$ cat src/blrp_pkg.sv
// ---------------------------------------------------------------------------
// blrp_pkg
// Types and constants shared by the lease pool controller and datapath.
// ---------------------------------------------------------------------------
`default_nettype none

package blrp_pkg;

  localparam int unsigned NumSlotsDef = 16;
  localparam logic [63:0] LeaseTtlRst = 64'd100000000;

  localparam logic [2:0] ModeAcquire = 3'd0;
  localparam logic [2:0] ModePublish = 3'd1;
  localparam logic [2:0] ModeRetain  = 3'd2;
  localparam logic [2:0] ModeRelease = 3'd3;
  localparam logic [2:0] ModeReclaim = 3'd4;

  localparam logic [1:0] StFree      = 2'd0;
  localparam logic [1:0] StWriting   = 2'd1;
  localparam logic [1:0] StPublished = 2'd2;
  localparam logic [1:0] StReclaimed = 2'd3;

  localparam logic [1:0] RcOk    = 2'd0;
  localparam logic [1:0] RcFull  = 2'd1;
  localparam logic [1:0] RcRange = 2'd2;
  localparam logic [1:0] RcBad   = 2'd3;

  typedef struct packed {
    logic [2:0]  mode;
    logic [7:0]  slot_index;
    logic [7:0]  ref_init;
    logic [63:0] frame_tag_in;
    logic [63:0] now_time;
  } req_t;

  typedef struct packed {
    logic [1:0]  status;
    logic [7:0]  granted_slot;
    logic [7:0]  reclaimed_count;
    logic [7:0]  free_slots_out;
    logic [63:0] slot_frame_tag;
  } rsp_t;

  // controller -> datapath
  typedef struct packed {
    logic load;     // latch request, clear scan pointer
    logic scan;     // examine slot at pointer, advance
    logic single;   // do publish/retain/release on addressed slot
    logic finish;   // build response
  } dp_cmd_t;

  // datapath -> controller
  typedef struct packed {
    logic scan_last;
    logic scan_done; // acquire found a slot
    logic is_scan;   // acquire or reclaim
  } dp_sts_t;

endpackage

`default_nettype wire

$ cat src/blrp_ctrl.sv
// ---------------------------------------------------------------------------
// blrp_ctrl
// Sequencer: load, then either a slot scan or one update, then respond.
// ---------------------------------------------------------------------------
`default_nettype none

module blrp_ctrl (
  input  wire logic              clk_i,
  input  wire logic              rst_ni,
  input  wire logic              start_i,
  output logic                   busy_o,
  output blrp_pkg::dp_cmd_t      cmd_o,
  input  wire blrp_pkg::dp_sts_t sts_i
);
  import blrp_pkg::*;

  localparam logic [1:0] SIdle   = 2'd0;
  localparam logic [1:0] SDecide = 2'd1;
  localparam logic [1:0] SScan   = 2'd2;
  localparam logic [1:0] SFinish = 2'd3;

  logic [1:0] state_q, state_d;

  always_comb begin
    state_d = state_q;
    cmd_o   = '0;
    unique case (state_q)
      SIdle: begin
        if (start_i) begin
          cmd_o.load = 1'b1;
          state_d    = SDecide;
        end
      end
      SDecide: begin
        if (sts_i.is_scan) begin
          state_d = SScan;
        end else begin
          cmd_o.single = 1'b1;
          state_d      = SFinish;
        end
      end
      SScan: begin
        cmd_o.scan = 1'b1;
        if (sts_i.scan_last || sts_i.scan_done) state_d = SFinish;
      end
      SFinish: begin
        cmd_o.finish = 1'b1;
        state_d      = SIdle;
      end
      default: state_d = SIdle;
    endcase
  end

  assign busy_o = (state_q != SIdle);

  always_ff @(posedge clk_i or negedge rst_ni) begin
    if (!rst_ni) state_q <= SIdle;
    else         state_q <= state_d;
  end

  a_load_idle: assert property (@(posedge clk_i) disable iff (!rst_ni)
    cmd_o.load |-> state_q == SIdle) else $error("load outside idle");
  a_fin_idle: assert property (@(posedge clk_i) disable iff (!rst_ni)
    cmd_o.finish |=> state_q == SIdle) else $error("finish not followed by idle");
  a_one_cmd: assert property (@(posedge clk_i) disable iff (!rst_ni)
    $onehot0(cmd_o)) else $error("multiple commands");

endmodule

`default_nettype wire

$ cat config.mk
export PLATFORM = sky130hd
export DESIGN_NAME = blrp_ctrl
export DESIGN_NICKNAME = d
export VERILOG_FILES = /design/src/blrp_pkg.sv /design/src/blrp_ctrl.sv
export SDC_FILE = /design/constraint.sdc
export NUM_CORES = 1
export LEC_CHECK = 0
export BUFFER_PORTS_ARGS = -buffer_cell sky130_fd_sc_hd__buf_4
export CORE_AREA = 2 2 39 41
export CTS_BUF_LIST = sky130_fd_sc_hd__clkbuf_8
export DETAILED_ROUTE_END_ITERATION = 16
export DIE_AREA = 0 0 41 43
export RECOVER_POWER = 25
export SLEW_MARGIN = 20
export SYNTH_ARGS = -nofsm -noshare
export SYNTH_HDL_FRONTEND = slang
export SYNTH_SLANG_ARGS = --single-unit
export TNS_END_PERCENT = 30
$ cat constraint.sdc
create_clock -name clk_i -period 2.79 [get_ports clk_i]
set_input_delay 0 -clock clk_i [delete_from_list [all_inputs] [get_ports clk_i]]
set_output_delay 0 -clock clk_i [all_outputs]
set_load 0.005 [all_outputs]
Yosys cells after proc, flatten, opt, wreduce, memory -nomap -nowiden
Cells that the tools add are included.
- output and inout port bits: 5
- register bits after elaboration: 2
- logic and storage cells: 20
- reductions and logical operators: 4
- equal/unequal tests: 5
- muxes and demuxes: 10
- operator list (cell ; number):
    case mux 2 bit (4 select lines) ; 1
    2-to-1 mux 1 bit ; 7
    equality test 2 bit, second input constant ; 2
    2-to-1 mux 2 bit ; 2
    inequality test 2 bit, second input constant ; 2
    equality test 2 x 1 -> 1 bit, second input constant ; 1
    zero test 2 bit ; 1
    AND reduction 2 bit ; 1
    nonzero test 2 bit ; 1
    logical OR 1 bit ; 1

Longest topological paths before layout
- depth after elaboration: 3
- gate-level depth with buffers: 5
- depth with buffers taken out: 5

Least setup slack after synthesis
Ideal clock, no wire load.
- path type: reg2reg
- start: reg state_q[0]
- end: reg state_q[1]
- stages on the path, launching flop included: 6
- setup slack: 1446 ps
- arrival: 1218 ps
- data required time: 2665 ps
- path through: dfrtp_1 -> inv_1 -> ha_1 -> nor2b_4 -> a21oi_2 -> mux2_4
- word-level cells in the longest chain between the ends: 3
- RTL lines (element ; line ; RTL):
    start, declared ; blrp_ctrl.sv:22 ; logic [1:0] state_q, state_d;
    start signal, assigned ; blrp_ctrl.sv:57 ; if (!rst_ni) state_q <= SIdle;
    start signal, assigned ; blrp_ctrl.sv:58 ; else state_q <= state_d;
    equality test 2 bit or zero test 2 bit (tied branches) ; blrp_ctrl.sv:27 ; unique case (state_q)
    inequality test 2 bit (no line) ; -- ;
    AND reduction 2 bit (no line) ; -- ;
Parallel ways exist; a longest one is shown, timed or not.
A chain may end at the register's enable or synchronous reset.

Worst setup path in the final report
Same ends and word-level chain as after synthesis.

==> results.ini <==
[status]
result_of_the_run=finished clean

[timing]
relSlewSlack_pct=86.83
min_period_over_period_pct=51.38
finalCriticalPeriod_ns=1.434
setup_repair_after_global_routing_missed_its_margin=no
setup_viol_count_final=0
hold_violations=0
timing.fmax_ghz=0.6976
final.setup_skew_ns=0.001166
slew_viol_final=0
worst_slew_pin_slew_ns=0.1964
fin_setup_tns_ns=0
timing.hold.ws_ns=0.1054
final.setup.worst_slack_ns=1.356

[logic_synthesis]
yosys.cell_types.count=12
yosysTopAreaCell=sky130_fd_sc_hd__ha_1
flip_flop_and_latch_count_after_synthesis=2
yosys_most_used_dff=sky130_fd_sc_hd__dfrtp_1
synth_top_area_share_pct=30.67
count_of_flip_flops_with_a_built_in_enable_after_synthesis=0
synth.yosys.seq_area_share_pct=24.54
synth_area_leaders=sky130_fd_sc_hd__ha_1 (31%), sky130_fd_sc_hd__dfrtp_1 (25%), sky130_fd_sc_hd__mux2_4 (7.4%)
syn-num-nets=31
yosys_warnings=0
number_of_instances_in_the_synthesized_netlist=20
yosysMostFrequentCell=sky130_fd_sc_hd__ha_1
post_synth_instance_area_um2=203.9
synth-async-reset-ratio_pct=100.0
synth.top_cells.by_count=sky130_fd_sc_hd__ha_1 (5), sky130_fd_sc_hd__inv_1 (3), sky130_fd_sc_hd__dfrtp_1 (2), sky130_fd_sc_hd__nor2_1 (2)
post_synth.cell_area_avg_um2=10.20

[routing]
via_count=182
postRouteWirelength_um=399
postRouteAntennaNets=0
initialDrtViolationCount=2
post_drt_via_cell_ratio=3.640
routedWlPerCell_um=7.980
dr.pass1.iters=2
drc=0

[setup_path]
worst_setup_path_end_kind=flop
required_ns=2.88
cp.buffers_inverters=1
critical_path.top_delay_family=flip-flops
timing.critical_path.slowest_stage_cell=sky130_fd_sc_hd__dfrtp_1
worst-path-max-fanout=4
timing.critical_path.cells=inv_1 > ha_1 > nor2b_4 > a21oi_2 > mux2_4
cp_slowest_stage_delay_ns=0.39
rr_worst_depth=5
worst-setup-path-type=reg2reg
cp_data_arrival_time_ns=1.52
setup_crit_start_kind=flop
worstSetupPathDepth=5

[floorplanning]
initial_core_utilization_pct=14.74
die_outline_height_um=43
std_cell_rows=14
dieArea_um2=1763
core_area_um2=1384
io-pin-count=11
dieWidth_um=41

[global_route]
maximum_number_of_pins_on_one_net_before_global_route_repair=6
grt_pass1_vias=187
grt_pass1_wl_um=641
grtUsageTotal_pct=6.212
gr-total-overflow=0
antenna_found_initial=0

[final_layout]
largest-register=state_q
area.sequential_um2=50.05
finalNetCount=47
largest_registers=state_q x2
fin_cells=50
drive_gt1_share_pct=47.06
antenna_diode_count=0
multiInputGateArea_um2=142.6
layout.filler_cells=149
layout-area-overhead-vs-synth_pct=69.94
largest_reg_flops=2

[power_and_ir_drop]
power.ir.vdd_worst_mv=0.1728
p_total_w=0.0003778
total_leakage_power_nw=0.1782
power_per_cell_area_nw_per_um2=1090

[clock_network]
post-cts-setup-buffer-count=0
cts.path.max_buffers=2
tritoncts=done
cts_num_sinks=2
cts_buffers=3
clk_latency_ns=0.21
htree_num_levels=1
cts.clk_slew.worst_paths_ns=0.03
root_buffer=sky130_fd_sc_hd__clkbuf_8

[job]
timing.max_cap.violations=0

[place]
place_worst_setup_slack_ns=1.359
detailed_place_hpwl_um=302.6
gpl.final_weighted_congestion=0.6680
place.port_buffers=10
placed_cell_count=46

[worst_hold_path]
min-delay-path-class=in2async

logic make-up after synthesis:
| logic type | count (synthesis) | synth area share [%] |
|---|---|---|
| and+or+nand+nor | 6 | 19.63 |
| buffers and inverters | 3 | 5.521 |
| AOI/OAI and AO/OA | 3 | 12.27 |
| adders and majority gates | 5 | 30.67 |
| muxes | 1 | 7.360 |
| DFF | 2 | 24.54 |
through the flow:
stage / utilization, % / instance area [um2]
after CTS: 25.32 / 350.3
after global routing: 25.05 / 346.6
after detailed placement: 21.61 / 299.0
final: 25.05 / 346.6
after floorplan: - / 203.9
after global placement: 21.61 / 299.0
routing by layer:
metal / part of all wire [%] / global-route usage [%]
met5: 0 / 0
met4: 4.5 / 10.00
met3: 12 / 2.618
met2: 42 / 7.500
met1: 41 / 5.751
what timing repair did:
action                                  4_1_cts  5_1_grt
endpoints found under the setup margin        0        0
hold buffers                                  1        0
resized for setup                             0        0
hold endpoints to repair                      2        0
worst paths after layout:
| check | slack, ns | to | start |
|---|---|---|---|
| max | 1.36 | state_q[1]$_DFFE_PN0P_ | state_q[0]$_DFFE_PN0P_ |
| min reg2reg | 0.61 | state_q[0]$_DFFE_PN0P_ | state_q[0]$_DFFE_PN0P_ |
| min in group clk_i | 0.16 | state_q[0]$_DFFE_PN0P_ | sts_i[0] |
| max in group asynchronous | 2.56 | state_q[1]$_DFFE_PN0P_ | rst_ni |
| max reg2reg | 1.36 | state_q[1]$_DFFE_PN0P_ | state_q[0]$_DFFE_PN0P_ |
| min | 0.11 | state_q[0]$_DFFE_PN0P_ | rst_ni |
layout by cell type (no fill, tap or decap), types with 2 or more instances in the layout:
cell | synthesis | routed
sky130_fd_sc_hd__buf_4 | 0 | 9
sky130_fd_sc_hd__clkbuf_8 | 0 | 3
sky130_fd_sc_hd__nor2_1 | 2 | 2
sky130_fd_sc_hd__inv_1 | 3 | 3
sky130_fd_sc_hd__ha_1 | 5 | 5
sky130_fd_sc_hd__dfrtp_1 | 2 | 2
report_power, final:
group,total (W),internal [W],switching [W]
combinational,0.000197,0.000119,0.0000774
clock,0.000115,0.0000913,0.0000239
sequential,0.0000661,0.0000459,0.0000202
cell type report:
| class | count | area share [%] |
|---|---|---|
| Clock buffer | 3 | 11.91 |
| Inverter | 3 | 3.249 |
| Multi-Input combinational cell | 15 | 41.16 |
| Sequential cell | 2 | 14.44 |
| Tap cell | 16 | 5.776 |
| Timing Repair Buffer | 11 | 23.47 |
(Power assumes the default switching activity.)
